File: src/rtl/core/tcp_pkg.sv
// Shared types, constants and the arctangent table of the tilt control pipeline.
// Used by tcp_cordic_unit, tilt_control_pipeline_top and the testbench; depends on nothing.
`default_nettype none
package tcp_pkg;

    localparam int LANE_W = 44;
    localparam int ZW = 28;
    localparam int RAW_W = 24;
    localparam int SAMPLE_W = 16;
    localparam logic signed [ZW-1:0] HALF_TURN = 28'sd16777216;
    localparam logic [15:0] INV_GAIN = 16'd39797;
    localparam logic signed [17:0] Q_ONE = 18'sd16384;

    localparam logic [1:0] KIND_SAMPLE = 2'd0;
    localparam logic [1:0] KIND_MISSING = 2'd1;
    localparam logic [1:0] KIND_CALIBRATE = 2'd2;
    localparam logic [1:0] KIND_CLEAR = 2'd3;

    localparam logic [1:0] REG_SWAP_AXES = 2'd0;
    localparam logic [1:0] REG_INVERT_PITCH = 2'd1;
    localparam logic [1:0] REG_INVERT_ROLL = 2'd2;

    typedef struct packed {
        logic done;
        logic busy;
    } cordic_status_t;

    function automatic logic signed [ZW-1:0] atan_unit(input logic [4:0] idx);
        logic signed [ZW-1:0] v;
        case (idx)
            5'd0: v = 28'sd4194304;
            5'd1: v = 28'sd2476042;
            5'd2: v = 28'sd1308273;
            5'd3: v = 28'sd664100;
            5'd4: v = 28'sd333339;
            5'd5: v = 28'sd166832;
            5'd6: v = 28'sd83436;
            5'd7: v = 28'sd41721;
            5'd8: v = 28'sd20861;
            5'd9: v = 28'sd10430;
            5'd10: v = 28'sd5215;
            5'd11: v = 28'sd2608;
            5'd12: v = 28'sd1304;
            5'd13: v = 28'sd652;
            5'd14: v = 28'sd326;
            5'd15: v = 28'sd163;
            5'd16: v = 28'sd81;
            5'd17: v = 28'sd41;
            5'd18: v = 28'sd20;
            5'd19: v = 28'sd10;
            5'd20: v = 28'sd5;
            5'd21: v = 28'sd3;
            5'd22: v = 28'sd1;
            5'd23: v = 28'sd1;
            default: v = '0;
        endcase
        return v;
    endfunction

endpackage
`default_nettype wire

File: src/rtl/core/tilt_control_pipeline_top.sv
// Top level of the tilt control pipeline: sequencer, gain correction and output stage.
// Depends on tcp_pkg and tcp_cordic_unit.
`default_nettype none
// A sample word (kind 0) is accepted and passes through the states LOAD1, RUN1, GAIN, LOAD2,
// RUN2, POST and OUT. Two CORDIC vectoring passes share one rotation unit at one step per
// cycle. Each pass has a load state and waits in its run state until the unit reports
// completion. Gain correction, final scaling and the output register each have their own
// state. Sensor missing, calibrate and clear words go straight to the output state. A new
// word is accepted only when the sequencer is idle. A finished result waits in the output
// register until it is taken.
module tilt_control_pipeline_top #(
    parameter int CORDIC_STEPS = 16,
    parameter int SAMPLE_BITS = 16
) (
    input  wire logic        clk,
    input  wire logic        rst_n,
    input  wire logic        in_valid,
    output logic             in_ready,
    input  wire logic [1:0]  kind,
    input  wire logic signed [15:0] accel_x,
    input  wire logic signed [15:0] accel_y,
    input  wire logic signed [15:0] accel_z,
    output logic             out_valid,
    input  wire logic        out_ready,
    output logic signed [15:0] pitch_out,
    output logic signed [15:0] roll_out,
    output logic             sample_valid,
    output logic             is_calibrated,
    output logic             command_ok,
    input  wire logic        cfg_valid,
    output logic             cfg_ready,
    input  wire logic [1:0]  cfg_index,
    input  wire logic        cfg_data
);
    localparam int LW = tcp_pkg::LANE_W;
    localparam int ZW = tcp_pkg::ZW;
    localparam logic [tcp_pkg::RAW_W-1:0] SMASK =
        (tcp_pkg::RAW_W'(1) << SAMPLE_BITS) - 1'b1;
    localparam logic signed [tcp_pkg::RAW_W:0] SSPAN =
        (tcp_pkg::RAW_W+1)'(1) << SAMPLE_BITS;

    typedef enum logic [7:0] {
        S_IDLE = 8'b0000_0001,
        S_LOAD1 = 8'b0000_0010,
        S_RUN1 = 8'b0000_0100,
        S_GAIN = 8'b0000_1000,
        S_LOAD2 = 8'b0001_0000,
        S_RUN2 = 8'b0010_0000,
        S_POST = 8'b0100_0000,
        S_OUT = 8'b1000_0000
    } state_t;

    state_t state_reg, state_next;
    logic swap_reg, inv_p_reg, inv_r_reg;
    logic signed [15:0] p_off_reg, r_off_reg, last_p_reg, last_r_reg;
    logic active_reg, last_valid_reg, ok_reg;
    logic signed [LW-1:0] ax_reg, ay_reg, az_reg;
    logic signed [ZW-1:0] zp_reg;
    logic signed [LW+16:0] prod_reg;
    logic out_valid_reg;
    logic signed [15:0] pitch_reg, roll_reg;
    logic sv_reg, cal_reg, cok_reg;

    logic signed [LW-1:0] lx, ly, lz, c_y, c_x;
    logic c_nz;
    tcp_pkg::cordic_status_t c_st;
    logic signed [ZW-1:0] c_angle;
    logic signed [LW-1:0] c_mag;
    logic accept;
    logic out_free;

    function automatic logic signed [LW-1:0] to_lane(input logic [15:0] raw);
        logic [tcp_pkg::RAW_W-1:0] m;
        logic signed [tcp_pkg::RAW_W:0] v;
        m = {{(tcp_pkg::RAW_W-16){1'b0}}, raw} & SMASK;
        v = $signed({1'b0, m});
        if (m[SAMPLE_BITS-1])
            v = v - SSPAN;
        return LW'(v) <<< 16;
    endfunction

    function automatic logic signed [17:0] to_q(input logic signed [ZW-1:0] z);
        logic signed [ZW:0] s;
        logic signed [ZW-8:0] q;
        s = (ZW+1)'(z) + (ZW+1)'(128);
        q = (ZW-7)'(s >>> 8);
        if (q > (ZW-7)'(tcp_pkg::Q_ONE))
            return tcp_pkg::Q_ONE;
        if (q < -(ZW-7)'(tcp_pkg::Q_ONE))
            return -tcp_pkg::Q_ONE;
        return 18'(q);
    endfunction

    function automatic logic signed [15:0] clamp_q(input logic signed [17:0] v);
        if (v > tcp_pkg::Q_ONE)
            return 16'(tcp_pkg::Q_ONE);
        if (v < -tcp_pkg::Q_ONE)
            return 16'(-tcp_pkg::Q_ONE);
        return 16'(v);
    endfunction

    function automatic logic signed [15:0] sat16(input logic signed [16:0] v);
        if (v > 17'sd32767)
            return 16'sd32767;
        if (v < -17'sd32768)
            return -16'sd32768;
        return 16'(v);
    endfunction

    assign lx = to_lane(accel_x);
    assign ly = to_lane(accel_y);
    assign lz = to_lane(accel_z);
    assign in_ready = (state_reg == S_IDLE);
    assign accept = in_valid && in_ready;
    assign cfg_ready = 1'b1;
    assign out_free = !out_valid_reg || out_ready;

    assign c_y = (state_reg == S_LOAD1) ? -ax_reg : ay_reg;
    assign c_x = (state_reg == S_LOAD1) ? az_reg : LW'(prod_reg >>> 16);
    assign c_nz = (state_reg == S_LOAD1);

    tcp_cordic_unit #(
        .CORDIC_STEPS(CORDIC_STEPS)
    ) u_cordic (
        .clk(clk),
        .rst_n(rst_n),
        .start((state_reg == S_LOAD1) || (state_reg == S_LOAD2)),
        .neg_zero(c_nz),
        .y_in(c_y),
        .x_in(c_x),
        .status(c_st),
        .angle(c_angle),
        .mag(c_mag)
    );

    logic signed [17:0] pq, rq, pa, ra;

    always_comb
    begin
        pq = to_q(zp_reg);
        rq = to_q(-c_angle);
        pa = swap_reg ? rq : pq;
        ra = swap_reg ? pq : rq;
        if (inv_p_reg)
            pa = -pa;
        if (inv_r_reg)
            ra = -ra;
    end

    always_comb
    begin
        state_next = state_reg;
        case (state_reg)
            S_IDLE:
                if (accept)
                    state_next = (kind == tcp_pkg::KIND_SAMPLE) ? S_LOAD1 : S_OUT;
            S_LOAD1: state_next = S_RUN1;
            S_RUN1:
                if (c_st.done)
                    state_next = S_GAIN;
            S_GAIN: state_next = S_LOAD2;
            S_LOAD2: state_next = S_RUN2;
            S_RUN2:
                if (c_st.done)
                    state_next = S_POST;
            S_POST: state_next = S_OUT;
            S_OUT:
                if (out_free)
                    state_next = S_IDLE;
            default: state_next = S_IDLE;
        endcase
    end

    always_ff @(posedge clk or negedge rst_n)
    begin
        if (!rst_n)
        begin
            state_reg <= S_IDLE;
            swap_reg <= 1'b0;
            inv_p_reg <= 1'b0;
            inv_r_reg <= 1'b0;
            p_off_reg <= '0;
            r_off_reg <= '0;
            active_reg <= 1'b0;
            last_p_reg <= '0;
            last_r_reg <= '0;
            last_valid_reg <= 1'b0;
            ok_reg <= 1'b0;
            out_valid_reg <= 1'b0;
        end
        else
        begin
            state_reg <= state_next;
            if (cfg_valid)
            begin
                case (cfg_index)
                    tcp_pkg::REG_SWAP_AXES: swap_reg <= cfg_data;
                    tcp_pkg::REG_INVERT_PITCH: inv_p_reg <= cfg_data;
                    tcp_pkg::REG_INVERT_ROLL: inv_r_reg <= cfg_data;
                    default: ;
                endcase
            end
            if (accept)
            begin
                case (kind)
                    tcp_pkg::KIND_SAMPLE: ok_reg <= 1'b1;
                    tcp_pkg::KIND_MISSING:
                    begin
                        last_p_reg <= '0;
                        last_r_reg <= '0;
                        last_valid_reg <= 1'b0;
                        ok_reg <= 1'b0;
                    end
                    tcp_pkg::KIND_CALIBRATE:
                    begin
                        ok_reg <= last_valid_reg;
                        if (last_valid_reg)
                        begin
                            p_off_reg <= sat16(17'(last_p_reg) + 17'(p_off_reg));
                            r_off_reg <= sat16(17'(last_r_reg) + 17'(r_off_reg));
                            active_reg <= 1'b1;
                        end
                    end
                    default:
                    begin
                        p_off_reg <= '0;
                        r_off_reg <= '0;
                        active_reg <= 1'b0;
                        ok_reg <= 1'b1;
                    end
                endcase
            end
            if (state_reg == S_POST)
            begin
                last_p_reg <= clamp_q(pa - 18'(p_off_reg));
                last_r_reg <= clamp_q(ra - 18'(r_off_reg));
                last_valid_reg <= 1'b1;
            end
            out_valid_reg <= ((state_reg == S_OUT) && out_free) ||
                             (out_valid_reg && !out_ready);
        end
    end

    always_ff @(posedge clk)
    begin
        if (accept)
        begin
            ax_reg <= lx;
            ay_reg <= ly;
            az_reg <= lz;
        end
        if ((state_reg == S_RUN1) && c_st.done)
            zp_reg <= c_angle;
        if (state_reg == S_GAIN)
            prod_reg <= (LW+17)'(c_mag) * $signed({1'b0, tcp_pkg::INV_GAIN});
        if ((state_reg == S_OUT) && out_free)
        begin
            pitch_reg <= last_p_reg;
            roll_reg <= last_r_reg;
            sv_reg <= last_valid_reg;
            cal_reg <= active_reg;
            cok_reg <= ok_reg;
        end
    end

    assign out_valid = out_valid_reg;
    assign pitch_out = pitch_reg;
    assign roll_out = roll_reg;
    assign sample_valid = sv_reg;
    assign is_calibrated = cal_reg;
    assign command_ok = cok_reg;

    a_done_in_run: assert property (@(posedge clk) disable iff (!rst_n)
        c_st.done |-> (state_reg == S_RUN1) || (state_reg == S_RUN2))
        else $error("CORDIC finished outside a run state.");
    a_inactive_zero: assert property (@(posedge clk) disable iff (!rst_n)
        !active_reg |-> (p_off_reg == '0) && (r_off_reg == '0))
        else $error("Offsets are non-zero while calibration is inactive.");
    a_neutral: assert property (@(posedge clk) disable iff (!rst_n)
        !last_valid_reg |-> (last_p_reg == '0) && (last_r_reg == '0))
        else $error("Neutral sample holds a non-zero value.");
    a_range: assert property (@(posedge clk) disable iff (!rst_n)
        (last_p_reg <= 16'sd16384) && (last_p_reg >= -16'sd16384))
        else $error("Stored pitch is out of range.");
endmodule
`default_nettype wire

File: src/rtl/core/tcp_cordic_unit.sv
// Vectoring CORDIC unit that performs one micro-rotation per clock cycle.
// Depends on tcp_pkg for lane widths and the arctangent table.
`default_nettype none
module tcp_cordic_unit #(
    parameter int CORDIC_STEPS = 16
) (
    input  wire logic                                 clk,
    input  wire logic                                 rst_n,
    input  wire logic                                 start,
    input  wire logic                                 neg_zero,
    input  wire logic signed [tcp_pkg::LANE_W-1:0]    y_in,
    input  wire logic signed [tcp_pkg::LANE_W-1:0]    x_in,
    output tcp_pkg::cordic_status_t                   status,
    output logic signed [tcp_pkg::ZW-1:0]             angle,
    output logic signed [tcp_pkg::LANE_W-1:0]         mag
);
    localparam int CNT_W = (CORDIC_STEPS > 1) ? $clog2(CORDIC_STEPS) : 1;
    localparam logic [CNT_W-1:0] LAST = CNT_W'(CORDIC_STEPS - 1);

    logic signed [tcp_pkg::LANE_W-1:0] x_reg, x_next, y_reg, y_next;
    logic signed [tcp_pkg::ZW-1:0] z_reg, z_next;
    logic [CNT_W-1:0] cnt_reg, cnt_next;
    logic busy_reg, busy_next, done_reg, done_next, zero_reg, zero_next;
    logic signed [tcp_pkg::LANE_W-1:0] dx, dy;
    logic signed [tcp_pkg::ZW-1:0] at;

    assign dx = y_reg >>> cnt_reg;
    assign dy = x_reg >>> cnt_reg;
    assign at = tcp_pkg::atan_unit(5'(cnt_reg));

    always_comb
    begin
        x_next = x_reg;
        y_next = y_reg;
        z_next = z_reg;
        cnt_next = cnt_reg;
        busy_next = busy_reg;
        zero_next = zero_reg;
        done_next = 1'b0;
        if (start)
        begin
            busy_next = 1'b1;
            cnt_next = '0;
            zero_next = (x_in == '0) && (y_in == '0);
            if (x_in < 0)
            begin
                z_next = ((y_in < 0) || ((y_in == '0) && neg_zero)) ?
                         -tcp_pkg::HALF_TURN : tcp_pkg::HALF_TURN;
                x_next = -x_in;
                y_next = -y_in;
            end
            else
            begin
                z_next = '0;
                x_next = x_in;
                y_next = y_in;
            end
        end
        else if (busy_reg)
        begin
            if (y_reg < 0)
            begin
                x_next = x_reg - dx;
                y_next = y_reg + dy;
                z_next = z_reg - at;
            end
            else
            begin
                x_next = x_reg + dx;
                y_next = y_reg - dy;
                z_next = z_reg + at;
            end
            cnt_next = cnt_reg + 1'b1;
            if (cnt_reg == LAST)
            begin
                busy_next = 1'b0;
                done_next = 1'b1;
            end
        end
    end

    always_ff @(posedge clk or negedge rst_n)
    begin
        if (!rst_n)
        begin
            busy_reg <= 1'b0;
            done_reg <= 1'b0;
            cnt_reg <= '0;
        end
        else
        begin
            busy_reg <= busy_next;
            done_reg <= done_next;
            cnt_reg <= cnt_next;
        end
    end

    always_ff @(posedge clk)
    begin
        x_reg <= x_next;
        y_reg <= y_next;
        z_reg <= z_next;
        zero_reg <= zero_next;
    end

    assign status.done = done_reg;
    assign status.busy = busy_reg;
    assign angle = zero_reg ? '0 : z_reg;
    assign mag = zero_reg ? '0 : x_reg;
endmodule
`default_nettype wire

File: config.mk
export PLATFORM = sky130hd
export DESIGN_NAME = tilt_control_pipeline_top
export DESIGN_NICKNAME = d
export VERILOG_FILES = /design/src/rtl/core/tcp_pkg.sv /design/src/rtl/core/tilt_control_pipeline_top.sv /design/src/rtl/core/tcp_cordic_unit.sv
export SDC_FILE = /design/constraint.sdc
export NUM_CORES = 2
export LEC_CHECK = 0
export BUFFER_PORTS_ARGS = -buffer_cell sky130_fd_sc_hd__buf_2
export CAP_MARGIN = 20
export CORE_AREA = 2 2 261 456
export DETAILED_ROUTE_END_ITERATION = 10
export DIE_AREA = 0 0 263 458
export PLACE_DENSITY_LB_ADDON = 0.3
export SYNTH_ARGS = -nofsm -noshare
export SYNTH_HDL_FRONTEND = slang
export SYNTH_SLANG_ARGS = --single-unit
export TNS_END_PERCENT = 20
File: constraint.sdc
create_clock -name clk -period 11.95 [get_ports clk]
set_input_delay 1.195 -clock clk [delete_from_list [all_inputs] [get_ports clk]]
set_output_delay 1.195 -clock clk [all_outputs]
set_load 0.02 [all_outputs]
======== After elaboration in Yosys (flattened, before gate mapping) ========
Memories as Yosys holds them, arrays and structs flattened.
Index checks and enable logic that the tools add are counted.
cells by class
  order comparisons ....................... 15
  shift operators ......................... 2
  eq/ne operators ......................... 18
  reductions and logical operators ........ 26
  muxes and demuxes ....................... 110
  add/sub/neg operators ................... 22
  bitwise gates (word level) .............. 1
  multiply operators ...................... 1
operator list
  cell                                                  number
  two-way mux 44 bit                                    11
  two-way mux 16 bit                                    22
  two-way mux 18 bit                                    12
  two-way mux 28 bit                                    6
  < comparator 44 x 1 -> 1 bit, second input constant   3
  adder 44 bit                                          2
  zero test 44 bit                                      2
  negator 44 bit                                        2
  >>> shifter 44 x 4 -> 44 bit                          2
  subtractor 44 bit                                     2
  two-way mux 25 bit                                    3
  one-hot mux 16 bit (2 select lines)                   2
  one-hot mux 8 bit (8 select lines)                    1
  multiplier 44 x 17 -> 60 bit, second input constant   1
  adder 28 x 9 -> 29 bit, second input constant         2
  subtractor 16 x 17 -> 18 bit, second input constant   3
  two-way mux 1 bit                                     44
  negator 41 -> 44 bit                                  1
  > comparator 21 x 16 -> 1 bit, second input constant  2
  < comparator 21 x 15 -> 1 bit, second input constant  2
  two-way mux 8 bit                                     5
  > comparator 18 x 16 -> 1 bit, second input constant  2
  < comparator 18 x 15 -> 1 bit, second input constant  2
  negator 18 bit                                        2
  33 further kinds                                      59
word-level totals
  output and inout bits ................... 38
  logic and storage cells ................. 228
  register bits after elaboration ......... 400
  memories ................................ 1
  ROM bits ................................ 368
memory list
  memory            depth  bits a word  rd ports  clocked after memory_dff  write ports  line           source
  (name not given)  16     23           1         0                         0            tcp_pkg.sv:30  case (idx)

======== Longest topological paths before layout ========
  depth in word-level cells ............... 20
  mapped depth ............................ 39
  gate-level depth less buffers ........... 36

======== Modules after synthesis ========
Synthesis repeated with hierarchy kept, for this count alone.
second synthesis, totals
  cells, all modules ...................... 5334
  area, all modules ....................... 48936.9 sq um
modules (own cells, without submodules)
  module                     area an instance (sq um)  cells each  times used
  tilt_control_pipeline_top  27891.8                   2783        1
  tcp_cordic_unit            21045.2                   2551        1

======== Worst setup path before layout ========
Ideal clock, no wire load.
  kind .................................... flip-flop to flip-flop
  start ................................... register u_cordic.zero_reg
  end ..................................... register prod_reg[59], data pin
  path buffers ............................ 5
  slack ................................... 3291 ps
  arrival time ............................ 8397 ps
  clock period less this slack ............ 8659 ps
  stages on the path, launching flop included .. 33
  library setup time ...................... 262 ps
  path through ............................ edfxtp_1 clkbuf_1 buf_1 clkbuf_1 clkbuf_1 clkbuf_1 nor2b_1 ha_1 inv_1 fa_1 inv_1 fa_1 inv_1 fa_1 fa_1 inv_1 fa_1 ha_1 a21o_1 a21o_1 a21o_1 a21o_1 a2111oi_0 o21a_1 nor3_1 o311ai_0 a21oi_1 o2111ai_1 a21oi_1 a2111oi_0 o21bai_1 a21oi_1 xor2_1
between the ends
  cells in the longest elaborated chain, start to end .. 2
ends and longest elaborated chain
  item                          line                              source
  start, declared               tcp_cordic_unit.sv:23             logic busy_reg, busy_next, done_reg, done_next, zero_reg, zero_next;
  start signal, assigned        tcp_cordic_unit.sv:103            zero_reg <= zero_next;
  two-way mux 44 bit            tcp_cordic_unit.sv:109            assign mag = zero_reg ? '0 : x_reg;
  multiplier 44 x 17 -> 60 bit  tilt_control_pipeline_top.sv:255  prod_reg <= (LW+17)'(c_mag) * $signed({1'b0, tcp_pkg::INV_GAIN});
  end signal, assigned          tilt_control_pipeline_top.sv:255
  end, declared                 tilt_control_pipeline_top.sv:59   logic signed [LW+16:0] prod_reg;
Every way passes these cells.
A chain may end at the register's enable or synchronous reset.

======== Final worst setup path ========
  start ................................... register u_cordic.zero_reg
  end ..................................... register last_r_reg[10]
between the ends
  cells in the longest elaborated chain, start to end .. 19
  elaborated cells between the ends (all ways) .. 26
  classes of those cells .................. 4 x add/sub; 4 x order compare; 18 x mux
ends and longest elaborated chain
  item                             line                              source
  two-way mux 28 bit *             tcp_cordic_unit.sv:108            assign angle = zero_reg ? '0 : z_reg;
  negator 28 bit *                 tilt_control_pipeline_top.sv:141  rq = to_q(-c_angle);
  adder 28 x 9 -> 29 bit *         tilt_control_pipeline_top.sv:85   s = (ZW+1)'(z) + (ZW+1)'(128);
  < comparator 21 x 15 -> 1 bit    tilt_control_pipeline_top.sv:89   if (q < -(ZW-7)'(tcp_pkg::Q_ONE))
  two-way mux 1 bit (2 in series)  tilt_control_pipeline_top.sv:89
  two-way mux 18 bit               tilt_control_pipeline_top.sv:91   return 18'(q);
  two-way mux 18 bit *             tilt_control_pipeline_top.sv:89
  two-way mux 18 bit *             tilt_control_pipeline_top.sv:143  ra = swap_reg ? pq : rq;
  negator 18 bit                   tilt_control_pipeline_top.sv:147  ra = -ra;
  two-way mux 18 bit *             tilt_control_pipeline_top.sv:146  if (inv_r_reg)
  subtractor 18 x 16 -> 18 bit *   tilt_control_pipeline_top.sv:236  last_r_reg <= clamp_q(ra - 18'(r_off_reg));
  < comparator 18 x 15 -> 1 bit    tilt_control_pipeline_top.sv:97   if (v < -tcp_pkg::Q_ONE)
  two-way mux 1 bit (2 in series)  tilt_control_pipeline_top.sv:97
  two-way mux 1 bit                tilt_control_pipeline_top.sv:233  if (state_reg == S_POST)
  two-way mux 16 bit               tilt_control_pipeline_top.sv:99   return 16'(v);
  two-way mux 16 bit *             tilt_control_pipeline_top.sv:97
  two-way mux 16 bit *             tilt_control_pipeline_top.sv:233
  end signal, assigned             tilt_control_pipeline_top.sv:236
  end, declared                    tilt_control_pipeline_top.sv:55   logic signed [15:0] p_off_reg, r_off_reg, last_p_reg, last_r_reg;
Every way passes the cells marked *; elsewhere a longest branch is shown, timed or not. The select of a mux whose other input is x is not followed.

==> reports/qor.yml <==
outcome:
  status: "completed"
routing:
  drtIter0Drc: 2301
  drt_wl_total_mm: 142
  drc_errors: 0
  vias_per_cell: 5.61
  drtPass1Iterations: 6
  wl_per_cell_um: 21.3
  ant_nets: 0
  vias: 37400
worst_setup_path:
  worstRegToRegCells: 34
  path_class: "register to register"
  cp.arrival_ps: 10410
  crit_fanout: 61
  reg2reg_to: "last_r_reg[10]$_DFFE_PN0P_"
  worstSetupStartpointType: "register"
  startpoint: "u_cordic.zero_reg$_DFFE_PN_"
  required_ps: 12480
  cp-end-kind: "register"
  cp-endpoint: "last_r_reg[10]$_DFFE_PN0P_"
  crit_slowest_cell: "edfxtp_1"
  r2r-start: "u_cordic.zero_reg$_DFFE_PN_"
  reg2reg_slack_ps: 2070
  max_stage_delay_ps: 960
cts:
  clk_latency_ps: 620
  cts_max_level: 2
  cts_tree: "done"
  cts.sink_count: 353
  clockBufferDepth: 3
  cts_resized: 0
  cts_hold_buf: 0
  cts_root_buf: "clkbuf_16"
  clk_pin_slew_ps: 60
  cts_setup_buffers: 0
  cts_made_buffers: 44
floorplanning:
  io_pins: 96
  floorplan.initialDensity_pct: 39.7
  dieArea_sq_um: 120000
  die_x_um: 263
  coreArea_sq_um: 117000
  die_y_um: 458
  rows: 166
synth:
  synth_async_sr_flop_share_pct: 24.1
  avgSynthCellArea_sq_um: 9.12
  synth.distinct_cells: 98
  synth_area_leaders: "edfxtp_1, fa_1, ha_1"
  syn-num-nets: 5957
  synth_edf_count: 268
  syn_area_sq_um: 46400
  yosysWarnings: 0
  ys_ff_latch: 353
  yosysTopAreaCellShare_pct: 17.3
  ys.flop_type: "edfxtp_1"
  ys_seq_area_share_pct: 21.9
  netlist_instances: 5085
  synth_top_area_cell: "edfxtp_1"
layout:
  area_growth_pct: 7.75
  drive_gt1_share_pct: 7.93
  fin_nets: 5982
global_route:
  antenna_found_initial: 2
  met2_usage_pct: 46.5
  grt_busiest_layer: "met2"
  met1_usage_pct: 21.8
  grt_max_degree: 74
  track_usage_pct: 23.4
  first_global_vias: 39200
  overflow: 0
  use_met3_pct: 2.47
  grt_pass1_wl_mm: 219
flow_run:
  maxCapViolCount: 0
timing:
  period_needed_ps: 9880
  fin_setup_tns_ps: 0
  tightest_slew_ps: 1180
  relSlewSlack_pct: 20.9
  rsz0062_at_grt: "no"
  setup_viol: 0
  finalMaxSlewViolations: 0
  fin_worst_skew_ps: 41.6
  clock.fmax_mhz: 101
  fin_crit_sh_pct: 82.7
  hold_viol: 0
place:
  io_buffers: 94
  place.gp.congestion: 1.03
  dpl.hpwl_mm: 116
min_path:
  hold_path_class: "register to register"
## metrics by stage
step	worst slack [ps]	cells	hold WS (ps)	cell area [sq um]	utilization (%)
after floorplan	3290	5085	421	46400	-
after global placement	2200	6575	437	48500	41.6
after detailed placement	1940	6575	441	48500	41.6
after CTS	1960	6656	456	50000	42.8
after global routing	1400	6658	487	50000	42.8
final	2070	6659	452	50000	42.8
## cells in the mapped netlist, drive strengths merged, types with 42 or more instances
| cell | number |
|---|---|
| fa | 352 |
| mux2i | 78 |
| xor2 | 161 |
| inv | 656 |
| mux4 | 81 |
| a31oi | 64 |
| a21o | 74 |
| nor3 | 134 |
| xnor2 | 227 |
| buf | 57 |
| ha | 462 |
| o21ai | 278 |
| and3 | 60 |
| dfrtp | 84 |
| a21oi | 293 |
| or3 | 42 |
| nand2 | 439 |
| o21a | 44 |
| nand3 | 92 |
| nor2 | 341 |
| clkbuf | 112 |
| nor2b | 95 |
| edfxtp | 268 |
## layout by cell type (no fill, tap or decap), types with 23 or more instances in the layout
master and instances:
ha_1 462, nand2_1 438, a21oi_1 291, nor4_1 23, a21o_1 74, or3_1 42, a211oi_1 30, xor2_1 161
o21a_1 44, o21ai_0 259, o21bai_1 31, and2_1 38, mux4_2 81, dfrtp_1 80, inv_1 653, mux2i_1 77
o22ai_1 39, mux2_2 23, nor2_1 340, xnor2_1 227, edfxtp_1 268, buf_2 93, nand4_1 24, nor3_1 129
a31oi_1 64, nand2b_1 38, a22oi_1 23, and3_1 59, nand3_1 91, clkbuf_16 44, buf_4 54, fa_1 352
nor2b_1 95
## worst min-delay path by stage
stage                           start                       to  slack (ps)  cells past startpoint
2_1_floorplan      ok_reg$_DFFE_PN0P_     command_ok$_DFFE_PP_         420                      0
3_3_place_gp   active_reg$_DFFE_PN0P_  is_calibrated$_DFFE_PP_         440                      0
3_5_place_dp   active_reg$_DFFE_PN0P_  is_calibrated$_DFFE_PP_         440                      0
4_1_cts        active_reg$_DFFE_PN0P_  is_calibrated$_DFFE_PP_         460                      0
5_1_grt            ok_reg$_DFFE_PN0P_     command_ok$_DFFE_PP_         490                      0
6_report       active_reg$_DFFE_PN0P_  is_calibrated$_DFFE_PP_         450                      0
## layout make-up
cell class / instances / area, sq um
clock inverters: 25 / 259
inverters: 656 / 2460
diodes: 2 / 5.00
fillers: 11500 / 66700
clock buffers: 56 / 1160
repair buffers: 148 / 898
multi-input cells: 3907 / 33100
flip-flops and latches: 353 / 10200
well taps: 1512 / 1890
## kinds of logic (layout without fill, tap and decap cells)
kind of cell / after synthesis / after routing / synth area share (%)
flops: 353 / 353 / 21.9
other cells: 1 / 3 / 0.00808
buf+inv: 825 / 885 / 6.79
simple gates: 1439 / 1439 / 15.2
xor+xnor: 389 / 389 / 7.38
fa+ha+maj: 814 / 814 / 27.7
compound gates: 1082 / 1082 / 14.9
mux: 182 / 182 / 6.18
## metal layers
| layer | vias up | share of wire [%] | wire [um] |
|---|---|---|---|
| met5 | - | 0 | 0 |
| li1 | 17800 | - | - |
| met2 | 930 | 56 | 78700 |
| met3 | 416 | 3.2 | 4550 |
| met4 | 0 | 8.2 | 11600 |
| met1 | 18200 | 33 | 46800 |
## worst max-delay path, delay by kind of cell, from the launching register on
family	cells	cell delay, ps
simple gates	11	2810
buf+inv	4	1560
flops	1	960
fa+ha+maj	3	980
mux	1	650
compound gates	15	2810
Power is not shown: default switching activity piles up to over one toggle a cycle in this logic, so the estimate is an artifact.
